==> config.mk <==
export PLATFORM = sky130hd
export DESIGN_NAME = filter_gain_bound_measure_flat
export DESIGN_NICKNAME = d
export VERILOG_FILES = /design/src/design/fgbm_pkg.sv /design/src/design/fgbm_if.sv /design/src/design/fgbm_front.sv /design/src/design/fgbm_queue.sv /design/src/design/fgbm_back.sv /design/src/design/filter_gain_bound_measure.sv /design/src/flat_wrapper.sv
export SDC_FILE = /design/constraint.sdc
export NUM_CORES = 2
export LEC_CHECK = 0
export BUFFER_PORTS_ARGS = -buffer_cell sky130_fd_sc_hd__buf_2
export CORE_MARGIN = 5
export CORE_UTILIZATION = 60
export CTS_BUF_LIST = sky130_fd_sc_hd__clkbuf_4
export DETAILED_ROUTE_END_ITERATION = 7
export GPL_TIMING_DRIVEN = 0
export HOLD_SLACK_MARGIN = 0.02
export MAX_ROUTING_LAYER = met4
export PLACE_DENSITY = 0.77
export SLEW_MARGIN = 20
export SYNTH_ARGS = -nofsm -noshare
export SYNTH_HDL_FRONTEND = slang
export SYNTH_SLANG_ARGS = --single-unit
==> constraint.sdc <==
create_clock -name clock -period 14.6 [get_ports clock]
set_input_delay 2.92 -clock clock [delete_from_list [all_inputs] [get_ports clock]]
set_output_delay 2.92 -clock clock [all_outputs]
set_load 0.005 [all_outputs]
==> src/design/fgbm_pkg.sv <==
// shared types and constants of the filter gain bound measure block
package fgbm_pkg;

   localparam int TAP_W       = 24;
   localparam int DC_W        = 41;
   localparam int PEAK_W      = 24;
   localparam int NORM_W      = 32;
   localparam int ENERGY_W    = 2 * NORM_W;
   localparam int STEP_W      = $clog2(NORM_W);
   localparam int QUEUE_DEPTH = 4;
   localparam int QPTR_W      = $clog2(QUEUE_DEPTH);
   localparam int QCNT_W      = $clog2(QUEUE_DEPTH + 1);

   localparam logic [ENERGY_W-1:0] ENERGY_MAX = {1'b0, {(ENERGY_W - 1){1'b1}}};

   // one closed channel, handed from the front to the back
   typedef struct packed {
      logic signed [DC_W-1:0] sum;
      logic [PEAK_W-1:0]      peak;
      logic [ENERGY_W-1:0]    energy;
      logic                   last;
   } chan_rec_type;

   typedef struct packed {
      logic full;
      logic empty;
   } q_stat_type;

endpackage

==> src/design/fgbm_if.sv <==
// request and response channel interfaces
interface fgbm_req_if import fgbm_pkg::*; ();
   logic                    valid;
   logic                    ready;
   logic signed [TAP_W-1:0] tap;
   logic                    channel_end;
   logic                    response_end;

   modport source(output valid, output tap, output channel_end, output response_end,
                  input ready);
   modport sink(input valid, input tap, input channel_end, input response_end,
                output ready);
endinterface

interface fgbm_rsp_if import fgbm_pkg::*; ();
   logic                   valid;
   logic                   ready;
   logic signed [DC_W-1:0] worst_dc;
   logic [PEAK_W-1:0]      worst_peak;
   logic [NORM_W-1:0]      worst_norm;

   modport source(output valid, output worst_dc, output worst_peak, output worst_norm,
                  input ready);
   modport sink(input valid, input worst_dc, input worst_peak, input worst_norm,
                output ready);
endinterface

==> src/design/fgbm_front.sv <==
// front: tap intake, squaring and per-channel saturating accumulation
module fgbm_front import fgbm_pkg::*; #(
   parameter int TAP_BITS      = 24,
   parameter int MAX_TAPS_LOG2 = 17
) (
   input  logic         clock,
   input  logic         reset,
   fgbm_req_if.sink     req,
   input  q_stat_type   q_stat,
   output logic         push,
   output chan_rec_type push_rec
);

   localparam int SUM_W = TAP_BITS + MAX_TAPS_LOG2;
   localparam int SQ_W  = 2 * TAP_BITS;

   logic advance;
   logic acc_en;

   logic signed [TAP_BITS-1:0] tap_s;
   logic [TAP_BITS-1:0]        tap_mag;

   // stage 1 and 2 of the tap pipe
   logic                       v1_ff, v1_in, v2_ff, v2_in;
   logic signed [TAP_BITS-1:0] t1_ff, t2_ff;
   logic [TAP_BITS-1:0]        mag1_ff, mag2_ff;
   logic [SQ_W-1:0]            sq2_ff;
   logic                       close1_ff, close2_ff, last1_ff, last2_ff;

   // channel accumulators
   logic signed [SUM_W-1:0] sum_ff, sum_in;
   logic [PEAK_W-1:0]       peak_ff, peak_in;
   logic [ENERGY_W-1:0]     energy_ff, energy_in;

   logic signed [SUM_W:0]   sum_wide;
   logic signed [SUM_W-1:0] sum_sat;
   logic [PEAK_W-1:0]       mag_ext, peak_new;
   logic [ENERGY_W-1:0]     energy_wide, energy_new;

   assign tap_s   = req.tap[TAP_BITS-1:0];
   assign tap_mag = tap_s[TAP_BITS-1] ? TAP_BITS'(-tap_s) : TAP_BITS'(tap_s);

   // hold the whole pipe when a channel close finds the queue full
   assign advance   = !(v2_ff && close2_ff && q_stat.full);
   assign req.ready = advance;
   assign acc_en    = v2_ff && advance;
   assign push      = acc_en && close2_ff;

   assign v1_in = advance ? req.valid : v1_ff;
   assign v2_in = advance ? v1_ff : v2_ff;

   always_comb begin
      sum_wide = (SUM_W + 1)'(sum_ff) + (SUM_W + 1)'(t2_ff);
      if (sum_wide[SUM_W] != sum_wide[SUM_W-1]) begin
         sum_sat = sum_wide[SUM_W] ? {1'b1, {(SUM_W - 1){1'b0}}}
                                   : {1'b0, {(SUM_W - 1){1'b1}}};
      end else begin
         sum_sat = sum_wide[SUM_W-1:0];
      end
      mag_ext     = PEAK_W'(mag2_ff);
      peak_new    = (mag_ext > peak_ff) ? mag_ext : peak_ff;
      energy_wide = energy_ff + ENERGY_W'(sq2_ff);
      energy_new  = energy_wide[ENERGY_W-1] ? ENERGY_MAX : energy_wide;

      sum_in    = sum_ff;
      peak_in   = peak_ff;
      energy_in = energy_ff;
      if (acc_en) begin
         sum_in    = close2_ff ? '0 : sum_sat;
         peak_in   = close2_ff ? '0 : peak_new;
         energy_in = close2_ff ? '0 : energy_new;
      end
   end

   always_comb begin
      push_rec.sum    = DC_W'(sum_sat);
      push_rec.peak   = peak_new;
      push_rec.energy = energy_new;
      push_rec.last   = last2_ff;
   end

   always_ff @(posedge clock) begin
      if (reset) begin
         v1_ff     <= 1'b0;
         v2_ff     <= 1'b0;
         sum_ff    <= '0;
         peak_ff   <= '0;
         energy_ff <= '0;
      end else begin
         v1_ff     <= v1_in;
         v2_ff     <= v2_in;
         sum_ff    <= sum_in;
         peak_ff   <= peak_in;
         energy_ff <= energy_in;
      end
   end

   always_ff @(posedge clock) begin
      if (advance) begin
         t1_ff     <= tap_s;
         mag1_ff   <= tap_mag;
         close1_ff <= req.channel_end || req.response_end;
         last1_ff  <= req.response_end;
         t2_ff     <= t1_ff;
         mag2_ff   <= mag1_ff;
         sq2_ff    <= SQ_W'(mag1_ff) * SQ_W'(mag1_ff);
         close2_ff <= close1_ff;
         last2_ff  <= last1_ff;
      end
   end

endmodule

==> src/design/fgbm_queue.sv <==
// short queue of closed channels between front and back
module fgbm_queue import fgbm_pkg::*; (
   input  logic         clock,
   input  logic         reset,
   input  logic         push,
   input  chan_rec_type push_rec,
   input  logic         pop,
   output q_stat_type   stat,
   output chan_rec_type head
);

   chan_rec_type      slot_ff [QUEUE_DEPTH];
   logic [QPTR_W-1:0] wr_ptr_ff, wr_ptr_in, rd_ptr_ff, rd_ptr_in;
   logic [QCNT_W-1:0] count_ff, count_in;
   logic              do_push, do_pop;

   assign stat.full  = (count_ff == QCNT_W'(QUEUE_DEPTH));
   assign stat.empty = (count_ff == '0);
   assign do_push    = push && !stat.full;
   assign do_pop     = pop && !stat.empty;
   assign head       = slot_ff[rd_ptr_ff];

   always_comb begin
      wr_ptr_in = wr_ptr_ff;
      rd_ptr_in = rd_ptr_ff;
      count_in  = count_ff;
      if (do_push) begin
         wr_ptr_in = (wr_ptr_ff == QPTR_W'(QUEUE_DEPTH - 1)) ? '0 : wr_ptr_ff + 1'b1;
      end
      if (do_pop) begin
         rd_ptr_in = (rd_ptr_ff == QPTR_W'(QUEUE_DEPTH - 1)) ? '0 : rd_ptr_ff + 1'b1;
      end
      if (do_push && !do_pop) begin
         count_in = count_ff + 1'b1;
      end else if (do_pop && !do_push) begin
         count_in = count_ff - 1'b1;
      end
   end

   always_ff @(posedge clock) begin
      if (reset) begin
         wr_ptr_ff <= '0;
         rd_ptr_ff <= '0;
         count_ff  <= '0;
      end else begin
         wr_ptr_ff <= wr_ptr_in;
         rd_ptr_ff <= rd_ptr_in;
         count_ff  <= count_in;
      end
   end

   always_ff @(posedge clock) begin
      if (do_push) begin
         slot_ff[wr_ptr_ff] <= push_rec;
      end
   end

endmodule

==> src/design/fgbm_back.sv <==
// back: iterative square root, worst-case fold and result register
module fgbm_back import fgbm_pkg::*; (
   input  logic         clock,
   input  logic         reset,
   input  q_stat_type   q_stat,
   input  chan_rec_type head,
   output logic         pop,
   fgbm_rsp_if.source   rsp
);

   typedef enum logic [2:0] {
      ST_IDLE = 3'b001,
      ST_ROOT = 3'b010,
      ST_FOLD = 3'b100
   } back_state_type;

   back_state_type state_ff, state_in;

   chan_rec_type        rec_ff;
   logic [ENERGY_W-1:0] rad_ff;
   logic [NORM_W:0]     rem_ff, rem_next;
   logic [NORM_W-1:0]   root_ff, root_next;
   logic [STEP_W-1:0]   step_ff;
   logic [NORM_W+1:0]   rem_sh, trial;
   logic                take;

   logic signed [DC_W-1:0] kept_dc_ff, kept_dc_in, new_dc;
   logic [PEAK_W-1:0]      kept_peak_ff, kept_peak_in, new_peak;
   logic [NORM_W-1:0]      kept_norm_ff, kept_norm_in, new_norm;

   logic                   rsp_valid_ff, rsp_valid_in;
   logic signed [DC_W-1:0] out_dc_ff;
   logic [PEAK_W-1:0]      out_peak_ff;
   logic [NORM_W-1:0]      out_norm_ff;
   logic                   out_free, emit;

   function automatic logic [DC_W-1:0] dc_abs(input logic signed [DC_W-1:0] x);
      return x[DC_W-1] ? DC_W'(-x) : DC_W'(x);
   endfunction

   assign pop = (state_ff == ST_IDLE) && !q_stat.empty;

   // one result bit per cycle, two radicand bits shifted in
   assign rem_sh    = {rem_ff[NORM_W-1:0], rad_ff[ENERGY_W-1 -: 2]};
   assign trial     = {root_ff, 2'b01};
   assign take      = (rem_sh >= trial);
   assign rem_next  = take ? (NORM_W + 1)'(rem_sh - trial) : (NORM_W + 1)'(rem_sh);
   assign root_next = {root_ff[NORM_W-2:0], take};

   // strictly larger magnitude replaces, ties keep the earlier channel
   assign new_dc   = (dc_abs(rec_ff.sum) > dc_abs(kept_dc_ff)) ? rec_ff.sum : kept_dc_ff;
   assign new_peak = (rec_ff.peak > kept_peak_ff) ? rec_ff.peak : kept_peak_ff;
   assign new_norm = (root_ff > kept_norm_ff) ? root_ff : kept_norm_ff;

   assign out_free = !rsp_valid_ff || rsp.ready;
   assign emit     = (state_ff == ST_FOLD) && rec_ff.last && out_free;

   always_comb begin
      state_in     = state_ff;
      kept_dc_in   = kept_dc_ff;
      kept_peak_in = kept_peak_ff;
      kept_norm_in = kept_norm_ff;
      case (state_ff)
         ST_IDLE: begin
            if (!q_stat.empty) begin
               state_in = ST_ROOT;
            end
         end
         ST_ROOT: begin
            if (step_ff == STEP_W'(NORM_W - 1)) begin
               state_in = ST_FOLD;
            end
         end
         ST_FOLD: begin
            if (!rec_ff.last) begin
               kept_dc_in   = new_dc;
               kept_peak_in = new_peak;
               kept_norm_in = new_norm;
               state_in     = ST_IDLE;
            end else if (out_free) begin
               kept_dc_in   = '0;
               kept_peak_in = '0;
               kept_norm_in = '0;
               state_in     = ST_IDLE;
            end
         end
         default: begin
            state_in = ST_IDLE;
         end
      endcase
   end

   always_comb begin
      rsp_valid_in = rsp_valid_ff;
      if (emit) begin
         rsp_valid_in = 1'b1;
      end else if (rsp.ready) begin
         rsp_valid_in = 1'b0;
      end
   end

   always_ff @(posedge clock) begin
      if (reset) begin
         state_ff     <= ST_IDLE;
         kept_dc_ff   <= '0;
         kept_peak_ff <= '0;
         kept_norm_ff <= '0;
         rsp_valid_ff <= 1'b0;
      end else begin
         state_ff     <= state_in;
         kept_dc_ff   <= kept_dc_in;
         kept_peak_ff <= kept_peak_in;
         kept_norm_ff <= kept_norm_in;
         rsp_valid_ff <= rsp_valid_in;
      end
   end

   always_ff @(posedge clock) begin
      if (pop) begin
         rec_ff  <= head;
         rad_ff  <= head.energy;
         rem_ff  <= '0;
         root_ff <= '0;
         step_ff <= '0;
      end else if (state_ff == ST_ROOT) begin
         rad_ff  <= {rad_ff[ENERGY_W-3:0], 2'b00};
         rem_ff  <= rem_next;
         root_ff <= root_next;
         step_ff <= step_ff + 1'b1;
      end
      if (emit) begin
         out_dc_ff   <= new_dc;
         out_peak_ff <= new_peak;
         out_norm_ff <= new_norm;
      end
   end

   assign rsp.valid      = rsp_valid_ff;
   assign rsp.worst_dc   = out_dc_ff;
   assign rsp.worst_peak = out_peak_ff;
   assign rsp.worst_norm = out_norm_ff;

endmodule

==> src/design/filter_gain_bound_measure.sv <==
// top level of the filter gain bound measure block
//
//   channel  dir  payload                                 transfer when
//   req_     in   tap, channel_end, response_end          req_chan valid & ready
//   rsp_     out  worst_dc, worst_peak, worst_norm        rsp_chan valid & ready
//
// flow: the front takes one tap per cycle, unless a channel close is held at a
//   full queue, through a two-stage square and accumulate pipe; each closed
//   channel holds the back for a pop, 32 bit-serial root steps and a fold
// a four-entry queue of closed channels sits between them, so the front keeps
//   taking taps while the back works through earlier channels; once the queue
//   is full, a channel close waits until the back pops an entry
// a result is registered at its fold, after its response_end tap passes both
//   pipe stages, the queue and the square root; channels queued ahead delay it
// reset: synchronous, clears pipe valids, queue, accumulators and kept values
// stalls: a close that meets a full queue holds req_chan ready low; a waiting
//   result holds the back in its fold step while the front fills the queue
module filter_gain_bound_measure import fgbm_pkg::*; #(
   parameter int TAP_BITS      = 24,
   parameter int MAX_TAPS_LOG2 = 17
) (
   input logic        clock,
   input logic        reset,
   fgbm_req_if.sink   req_chan,
   fgbm_rsp_if.source rsp_chan
);

   // front to queue
   logic         push;
   chan_rec_type push_rec;

   // queue to back
   logic         pop;
   q_stat_type   q_stat;
   chan_rec_type head;

   // tap intake and per-channel sum, peak and energy
   fgbm_front #(
      .TAP_BITS      (TAP_BITS),
      .MAX_TAPS_LOG2 (MAX_TAPS_LOG2)
   ) u_front (
      .clock    (clock),
      .reset    (reset),
      .req      (req_chan),
      .q_stat   (q_stat),
      .push     (push),
      .push_rec (push_rec)
   );

   // closed channels waiting for the root unit
   fgbm_queue u_queue (
      .clock    (clock),
      .reset    (reset),
      .push     (push),
      .push_rec (push_rec),
      .pop      (pop),
      .stat     (q_stat),
      .head     (head)
   );

   // square root, worst-case fold and result register
   fgbm_back u_back (
      .clock  (clock),
      .reset  (reset),
      .q_stat (q_stat),
      .head   (head),
      .pop    (pop),
      .rsp    (rsp_chan)
   );

endmodule

==> src/flat_wrapper.sv <==
// flat-port wrapper written by rule: the top's interface ports become plain ports
module filter_gain_bound_measure_flat import fgbm_pkg::*;
#(
   parameter int TAP_BITS      = 24,
   parameter int MAX_TAPS_LOG2 = 17
)
  (clock, reset, req_chan_valid, req_chan_tap, req_chan_channel_end, req_chan_response_end, req_chan_ready, rsp_chan_valid, rsp_chan_worst_dc, rsp_chan_worst_peak, rsp_chan_worst_norm, rsp_chan_ready);
  fgbm_req_if req_chan_i ();
  fgbm_rsp_if rsp_chan_i ();
  input logic clock;
  input logic reset;
  input wire logic [$bits(req_chan_i.valid)-1:0] req_chan_valid;
  input wire logic [$bits(req_chan_i.tap)-1:0] req_chan_tap;
  input wire logic [$bits(req_chan_i.channel_end)-1:0] req_chan_channel_end;
  input wire logic [$bits(req_chan_i.response_end)-1:0] req_chan_response_end;
  output wire logic [$bits(req_chan_i.ready)-1:0] req_chan_ready;
  output wire logic [$bits(rsp_chan_i.valid)-1:0] rsp_chan_valid;
  output wire logic [$bits(rsp_chan_i.worst_dc)-1:0] rsp_chan_worst_dc;
  output wire logic [$bits(rsp_chan_i.worst_peak)-1:0] rsp_chan_worst_peak;
  output wire logic [$bits(rsp_chan_i.worst_norm)-1:0] rsp_chan_worst_norm;
  input wire logic [$bits(rsp_chan_i.ready)-1:0] rsp_chan_ready;
  assign req_chan_i.valid = req_chan_valid;
  assign req_chan_i.tap = req_chan_tap;
  assign req_chan_i.channel_end = req_chan_channel_end;
  assign req_chan_i.response_end = req_chan_response_end;
  assign req_chan_ready = req_chan_i.ready;
  assign rsp_chan_valid = rsp_chan_i.valid;
  assign rsp_chan_worst_dc = rsp_chan_i.worst_dc;
  assign rsp_chan_worst_peak = rsp_chan_i.worst_peak;
  assign rsp_chan_worst_norm = rsp_chan_i.worst_norm;
  assign rsp_chan_i.ready = rsp_chan_ready;
  filter_gain_bound_measure #(.TAP_BITS(TAP_BITS), .MAX_TAPS_LOG2(MAX_TAPS_LOG2)) u_core (.clock(clock), .reset(reset), .req_chan(req_chan_i), .rsp_chan(rsp_chan_i));
endmodule
After elaboration in Yosys (flattened, before gate mapping)
Memory sizes are Yosys's and may differ from the RTL's. A register that Yosys moved wholly into a read port is not among the register bits.
Index checks and enable logic that the tools add are counted.
{ "op_classes": {"muxes": 37, "magnitude_cmp": 5, "n_reduce_logical": 25, "eq_ne": 12, "n_mul": 1, "addsub": 11} }
{ "ops": {"columns": ["cell", "n"], "rows": [
  ["two-way mux 41 bit", 8],
  ["two-way mux 32 bit", 4],
  ["two-way mux 64 bit", 2],
  ["two-way mux 63 bit", 2],
  ["two-way mux 24 bit", 5],
  ["negator 41 bit", 2],
  ["adder 64 x 48 -> 64 bit", 1],
  ["> comparator 24 bit", 2],
  ["multiplier 24 x 24 -> 48 bit", 1],
  ["adder 41 x 24 -> 42 bit", 1],
  ["> comparator 41 bit", 1],
  ["greater-or-equal comparator 34 bit", 1],
  ["> comparator 32 bit", 1],
  ["subtractor 32 bit", 1],
  ["negator 24 bit", 1],
  ["two-way mux 23 bit", 1],
  ["two-way mux 3 bit", 6],
  ["logical AND 1 bit", 11],
  ["one-hot mux 3 bit (3 select lines)", 1],
  ["two-way mux 2 bit", 4],
  ["equality test 3 bit (second input constant)", 2],
  ["zero test 1 bit", 6],
  ["nonzero test 2 bit", 3],
  ["adder 5 x 1 -> 5 bit (second input constant)", 1],
  ["16 further kinds", 23]
]} }
{ "word_totals": {"output_inout_bits": 99, "register_bits": 683, "input_bits": 30, "n_memories": 1, "mem_bits_rw": 516} }
{ "mem_list": {"columns": ["name", "words", "width", "rd", "rd_ports_with_merged_regs", "wr", "line", "source"], "rows": [
  ["u_core.u_queue.slot_ff", 4, 129, 1, 1, 1, "fgbm_queue.sv:12", "chan_rec_type slot_ff [QUEUE_DEPTH];"]
]} }

Depth between registers and ports, before layout
{ "logic_depth": {"ltp_word": 10, "ltp_mapped": 29, "depth_no_buf": 27} }

Modules after synthesis
A second synthesis with hierarchy kept.
{ "unflattened": {"cells_unflattened": 5968, "hier_area_um2": 71577.4} }
{ "by_module_without_submodules": {"columns": ["mod", "cells_per_inst", "instances", "area_per_inst_um2", "seq_area_each_um2"], "rows": [
  ["fgbm_front", 3438, 1, 32248.4, 6926.6],
  ["fgbm_back", 1801, 1, 19996.7, 10219.8],
  ["fgbm_queue", 729, 1, 19332.3, 15795.1]
]} }

Least setup slack after synthesis
Ideal clock, no wire load.
{ "synth_path": {"kind": "flip-flop to flip-flop", "startpoint": "register u_core.u_queue.count_ff[0]", "endpoint": "memory u_core.u_queue.slot_ff[0][0] (netlist name) (enable)", "stages_incl_launch_ff": 6, "required_ps": 13768, "period_less_slack_ps": 8798, "arrival_ps": 7966, "setup_slack_ps": 5802, "cell_sequence": "dfxtp_1 -> nor2_1 -> nand4_1 -> and2_1 -> clkbuf_1 -> and3_1"} }
{ "synth_via": {"elab_chain_cells": 8, "word_cells_on_any_way": 9, "cone_classes": "eq/ne (1); mux (2); reduce/logical (6)"} }
{ "synth_rtl": {"columns": ["element", "line", "source"], "rows": [
  ["start: declaration", "fgbm_queue.sv:14", "logic [QCNT_W-1:0] count_ff, count_in;"],
  ["start signal: assignment", "fgbm_queue.sv:48", "count_ff <= count_in;"],
  ["equality test 3 bit", "fgbm_queue.sv:17", "assign stat.full = (count_ff == QCNT_W'(QUEUE_DEPTH));"],
  ["logical AND 1 bit", "fgbm_front.sv:44", "assign advance = !(v2_ff && close2_ff && q_stat.full);"],
  ["zero test 1 bit", "fgbm_front.sv:44", null],
  ["named net req_chan_ready", "flat_wrapper.sv:16", "output wire logic [$bits(req_chan_i.ready)-1:0] req_chan_ready;"],
  ["logical AND 1 bit", "fgbm_front.sv:46", "assign acc_en = v2_ff && advance;"],
  ["logical AND 1 bit", "fgbm_front.sv:47", "assign push = acc_en && close2_ff;"],
  ["logical AND 1 bit", "fgbm_queue.sv:19", "assign do_push = push && !stat.full;"],
  ["two-way mux 1 bit", "fgbm_queue.sv:53", "if (do_push) begin"],
  ["two-way mux 1 bit (implied by the code)", "fgbm_queue.sv:54", "slot_ff[wr_ptr_ff] <= push_rec;"],
  ["end: declaration", "fgbm_queue.sv:12", null]
]} }
The timed path passes the listed nets, and every way through them passes these cells.

Final worst setup path
{ "layout_path": {"startpoint": "register u_core.u_front.mag1_ff[10]", "endpoint": "register u_core.u_front.sq2_ff[40], data pin"} }
{ "layout_via": {"elab_chain_cells": 1} }
{ "layout_rtl": {"columns": ["element", "line", "source"], "rows": [
  ["start: declaration", "fgbm_front.sv:26", "logic [TAP_BITS-1:0] mag1_ff, mag2_ff;"],
  ["start signal: assignment", "fgbm_front.sv:101", "mag1_ff <= tap_mag;"],
  ["multiplier 24 x 24 -> 48 bit", "fgbm_front.sv:106", "sq2_ff <= SQ_W'(mag1_ff) * SQ_W'(mag1_ff);"],
  ["end signal: assignment", "fgbm_front.sv:106", null],
  ["end: declaration", "fgbm_front.sv:27", "logic [SQ_W-1:0] sq2_ff;"]
]} }
Every way passes these cells.
A chain may end at the register's enable or synchronous reset.

==> tab_implementation.tex <==
\begin{tabular}{lr}
\hline
Metric & Value \\
\hline
\multicolumn{2}{l}{\textbf{Run status}} \\
Run status & complete, no violations \\
\multicolumn{2}{l}{\textbf{Timing}} \\
FMAX & 97.7 MHz \\
Period minus WS final & 10.24 ns \\
Total Negative Setup Slacks & 0 ns \\
Slew Viols, Final & 0 \\
Count of endpoints failing hold in the final timing report & 0 \\
Post-route clock skew & 0.110 ns \\
Period utilization & between 70\% and 80\% \\
Transition at the pin with the smallest max-transition slack & 1.17 ns \\
Number of setup violations in the final report & 0 \\
Worst slew margin relative to its limit & between 20\% and 30\% \\
Setup repair after global routing missed its margin & false \\
\multicolumn{2}{l}{\textbf{Placement}} \\
Cell Area, Placed & between 70000 and 80000 um\^{}2 \\
Total half-perimeter wirelength after legalization and detailed placement & 131 mm \\
IO Port Bufs & 127 \\
Placed cell count & 7836 \\
RD Place Congestion & approximately 0.95 \\
\multicolumn{2}{l}{\textbf{Clocking}} \\
Root buf cell & clkbuf\_4 \\
Number of resized instances in the post-cts repair step & 0 \\
H-Tree Level Count & 5 \\
Cts hold-fix bufs & 0 \\
Number of clock sinks & 1196 \\
Clock transition time at the flip-flop clock pins of the worst setup and hold paths & 0.07 ns \\
Clock buffer count from CTS & 317 \\
Clk buf depth & 4 \\
Post-CTS Setup Repair Bufs & 0 \\
Clock insertion delay at the later pin of the skew report & 1.23 ns \\
CTS tree & yes \\
\multicolumn{2}{l}{\textbf{Run}} \\
Max Cap Violations & 0 \\
\multicolumn{2}{l}{\textbf{Global route}} \\
Number of antenna violations at the first check in global routing & 7 \\
Overall Global Routing Usage & 29.1\% \\
Pin count of the biggest net entering global routing & 67 \\
Vias in the first global route & 50700 \\
Total overflow reported by the global router & 0 \\
Wire length of the first global-routing pass & 279 mm \\
\multicolumn{2}{l}{\textbf{Setup path}} \\
Nature of the critical path startpoint & flop \\
RR Endpoint & u\_core.u\_front.sq2\_ff[40]\$\_DFFE\_PN\_ \\
Reg-to-reg startpoint & u\_core.u\_front.mag1\_ff[10]\$\_DFFE\_PN\_ \\
CP Class & flop to flop \\
Critical path peak fanout & 10 \\
Standard cell with the maximum stage delay on the critical path & o41ai\_1 \\
Setup slack on the worst flop-to-flop path & 4.36 ns \\
Crit path buffers/inverters & 8 \\
First element of the critical path & u\_core.u\_front.mag1\_ff[10]\$\_DFFE\_PN\_ \\
Data arrival time at the worst-slack endpoint & between 10 and 15 ns \\
Worst path max stage delay & 0.98 ns \\
R2r worst-path depth & 27 \\
Most used cell along the critical path & fa\_1 \\
Crit path capture type & flop \\
Cell family contributing the most delay on the critical path & adder cells \\
Data required time at the worst endpoint & 15.65 ns \\
\multicolumn{2}{l}{\textbf{Drt}} \\
Wire length on met1 & 72.2 mm \\
Routed len/inst & 21.0 um \\
Routed length on met2 & 84.9 mm \\
Residual antenna-violating net count after detailed routing & 0 \\
Vias per inst & between 5 and 6 \\
DR top layer & met4 \\
DRC & 0 \\
Iteration-0 DRC Markers & 3911 \\
Post-Route WL & 176 mm \\
First-pass iteration count of the detailed router & 7 \\
Detail Route met3 WL & 11.6 mm \\
Via count & 49500 \\
\multicolumn{2}{l}{\textbf{Finish}} \\
Proportion of layout cells with a drive suffix above 1 & 13.3\% \\
Filler-free cell count of the finished design & 8398 \\
Final cell utilization of the core & 66.4\% \\
Number of fillers in the final layout & just under 9000 \\
Seq. cell area & 32800 um\^{}2 \\
Most common library cell in the layout ignoring fill and taps & edfxtp\_1 \\
Top library cells by usage in the layout, fill and taps aside & edfxtp\_1, inv\_1, nand2\_1, clkbuf\_4, fa\_1 \\
Area of the multi-input gates & 35000 um\^{}2 \\
Final net count & 7514 \\
Layout Area Growth over Synthesis & 9.84\% \\
Total non-filler cell area in the finished layout & between 70000 and 80000 um\^{}2 \\
\multicolumn{2}{l}{\textbf{Logic synthesis}} \\
Ys Warns & 0 \\
Post-synthesis cell type count & 79 \\
Avg Cell Area, Syn & 11.6 um\^{}2 \\
Sequential area share after synthesis & approximately 46\% \\
Number of synthesized flops with an enable pin & 887 \\
Post-synthesis net count & 7042 \\
Fraction of synthesis flops using an asynchronous set or reset pin & 0\% \\
Ranking of synthesized cells by area & edfxtp\_1, fa\_1, dfxtp\_1 \\
Library cell occupying the most area in the post-synthesis netlist & edfxtp\_1 \\
Seq cells post-synth & roughly 1200 \\
Area fraction of the dominant cell type after synthesis & 37.2\% \\
Most frequently used flop master after synthesis & edfxtp\_1 \\
Combined area of all synthesized cells & 71500 um\^{}2 \\
Number of cells produced by synthesis & $\sim$6000 \\
\multicolumn{2}{l}{\textbf{Floorplan}} \\
Starting density of the core & 60.5\% \\
Die span in x & 355 um \\
Die Area & 126000 um\^{}2 \\
Rows & between 100 and 150 \\
Placeable Area & 118000 um\^{}2 \\
Num ports & 129 \\
Chip height & 355 um \\
\multicolumn{2}{l}{\textbf{Min path}} \\
Min-delay worst type & flop to flop \\
Hold EP & u\_core.u\_front.t2\_ff[6]\$\_DFFE\_PN\_ \\
Start point of the worst min-delay path & u\_core.u\_front.t1\_ff[6]\$\_DFFE\_PN\_ \\
Hold Crit Depth & 0 \\
\hline
\end{tabular}
sequential cells by signal, indices dropped and copies added (netlist names), 32 cells and up, named ones only:
| name | cells |
|---|---|
| u_core.u_queue.slot_ff | 516 |
| u_core.u_back.rec_ff | 66 |
| u_core.u_back.rad_ff | 64 |
| u_core.u_front.energy_ff | 63 |
| u_core.u_front.sq2_ff | 46 |
| u_core.u_back.kept_dc_ff | 41 |
| u_core.u_back.rsp.worst_dc | 41 |
| u_core.u_front.sum_ff | 41 |
| u_core.u_back.kept_norm_ff | 32 |
| u_core.u_back.rem_ff | 32 |
| u_core.u_back.root_ff | 32 |
| u_core.u_back.rsp.worst_norm | 32 |
synthesized netlist by cell type, types with 11 or more instances:
master / number
a211oi_1: 29
a21o_1: 131
a21oi_1: 248
a22o_1: 150
a31oi_1: 16
and2_1: 150
and3_1: 19
and4_1: 13
buf_1: 29
clkbuf_1: 238
dfxtp_1: 309
edfxtp_1: 887
fa_1: 435
ha_1: 430
inv_1: 726
mux2_2: 88
mux2i_1: 17
mux4_2: 129
nand2_1: 714
nand2b_1: 35
nand3_1: 59
nand4_1: 54
nand4b_1: 34
nor2_1: 215
nor2b_1: 35
nor3_1: 48
nor4_1: 11
o211ai_1: 24
o21a_1: 46
o21ai_0: 267
o21bai_1: 14
o31ai_1: 63
o41ai_1: 12
or3_1: 24
or4_1: 26
xnor2_1: 162
xor2_1: 102
layout make-up:
type	count	area share, %
Multi-Input combinational cell	3958	44.6
Sequential cell	1196	41.8
Clock buffer	476	4.55
Inverter	726	3.47
Tap cell	1536	2.45
Timing Repair Buffer	153	1.41
Buffer	267	1.29
Clock inverter	75	0.471
Antenna cell	11	0.0350
layer usage:
metal	vias to the layer above	global-route usage, %
li1	22800	-
met1	24400	37.5
met2	1877	46.5
met3	413	4.85
met4	0	11.7
met5	-	-
cells by family after synthesis:
| logic type | Yosys count | share of synthesized area (%) |
|---|---|---|
| mux | 234 | 5.68 |
| fa+ha+maj | 872 | 19.8 |
| buf+inv | 993 | 5.21 |
| flops | 1196 | 45.9 |
| xor+xnor | 264 | 3.23 |
| simple gates | 1473 | 9.78 |
| compound gates | 1115 | 10.4 |
through the flow:
step,hold WS [ns],setup WS (ns)
3_3_place_gp,0.401,1.70
5_1_grt,0.420,3.92
2_1_floorplan,0.400,5.80
4_1_cts,0.413,4.62
6_report,0.413,4.36
3_5_place_dp,0.405,4.68
worst reg2reg max path, cell delays in order, from the launching register on:
cell and delay [ns]:
edfxtp_1 0.56, clkbuf_1 0.75, clkbuf_1 0.75, nand2_1 0.26, fa_1 0.61, inv_1 0.06
fa_1 0.53, inv_1 0.05, fa_1 0.48, inv_1 0.06, fa_1 0.41, fa_1 0.51
fa_1 0.52, inv_1 0.07, fa_1 0.53, inv_1 0.04, ha_1 0.28, clkbuf_1 0.17
a2111oi_0 0.39, o21ai_0 0.14, o21ai_0 0.12, o211ai_1 0.21, a41oi_1 0.47, nor3_1 0.16
o41ai_1 0.98, o21ai_0 0.34, or4b_1 0.53, nand3_1 0.08
worst max path at each step:
stage | depth (start not counted) | end
2_1_floorplan | 5 | u_core.u_queue.slot_ff[0][0]$_DFFE_PP_
3_3_place_gp | 4 | u_core.u_queue.slot_ff[0][28]$_DFFE_PP_
3_5_place_dp | 27 | u_core.u_front.sq2_ff[40]$_DFFE_PN_
4_1_cts | 27 | u_core.u_front.sq2_ff[40]$_DFFE_PN_
5_1_grt | 27 | u_core.u_front.sq2_ff[40]$_DFFE_PN_
6_report | 27 | u_core.u_front.sq2_ff[40]$_DFFE_PN_
Power is not shown: default switching activity piles up to over one toggle a cycle in this logic, so the estimate is an artifact.
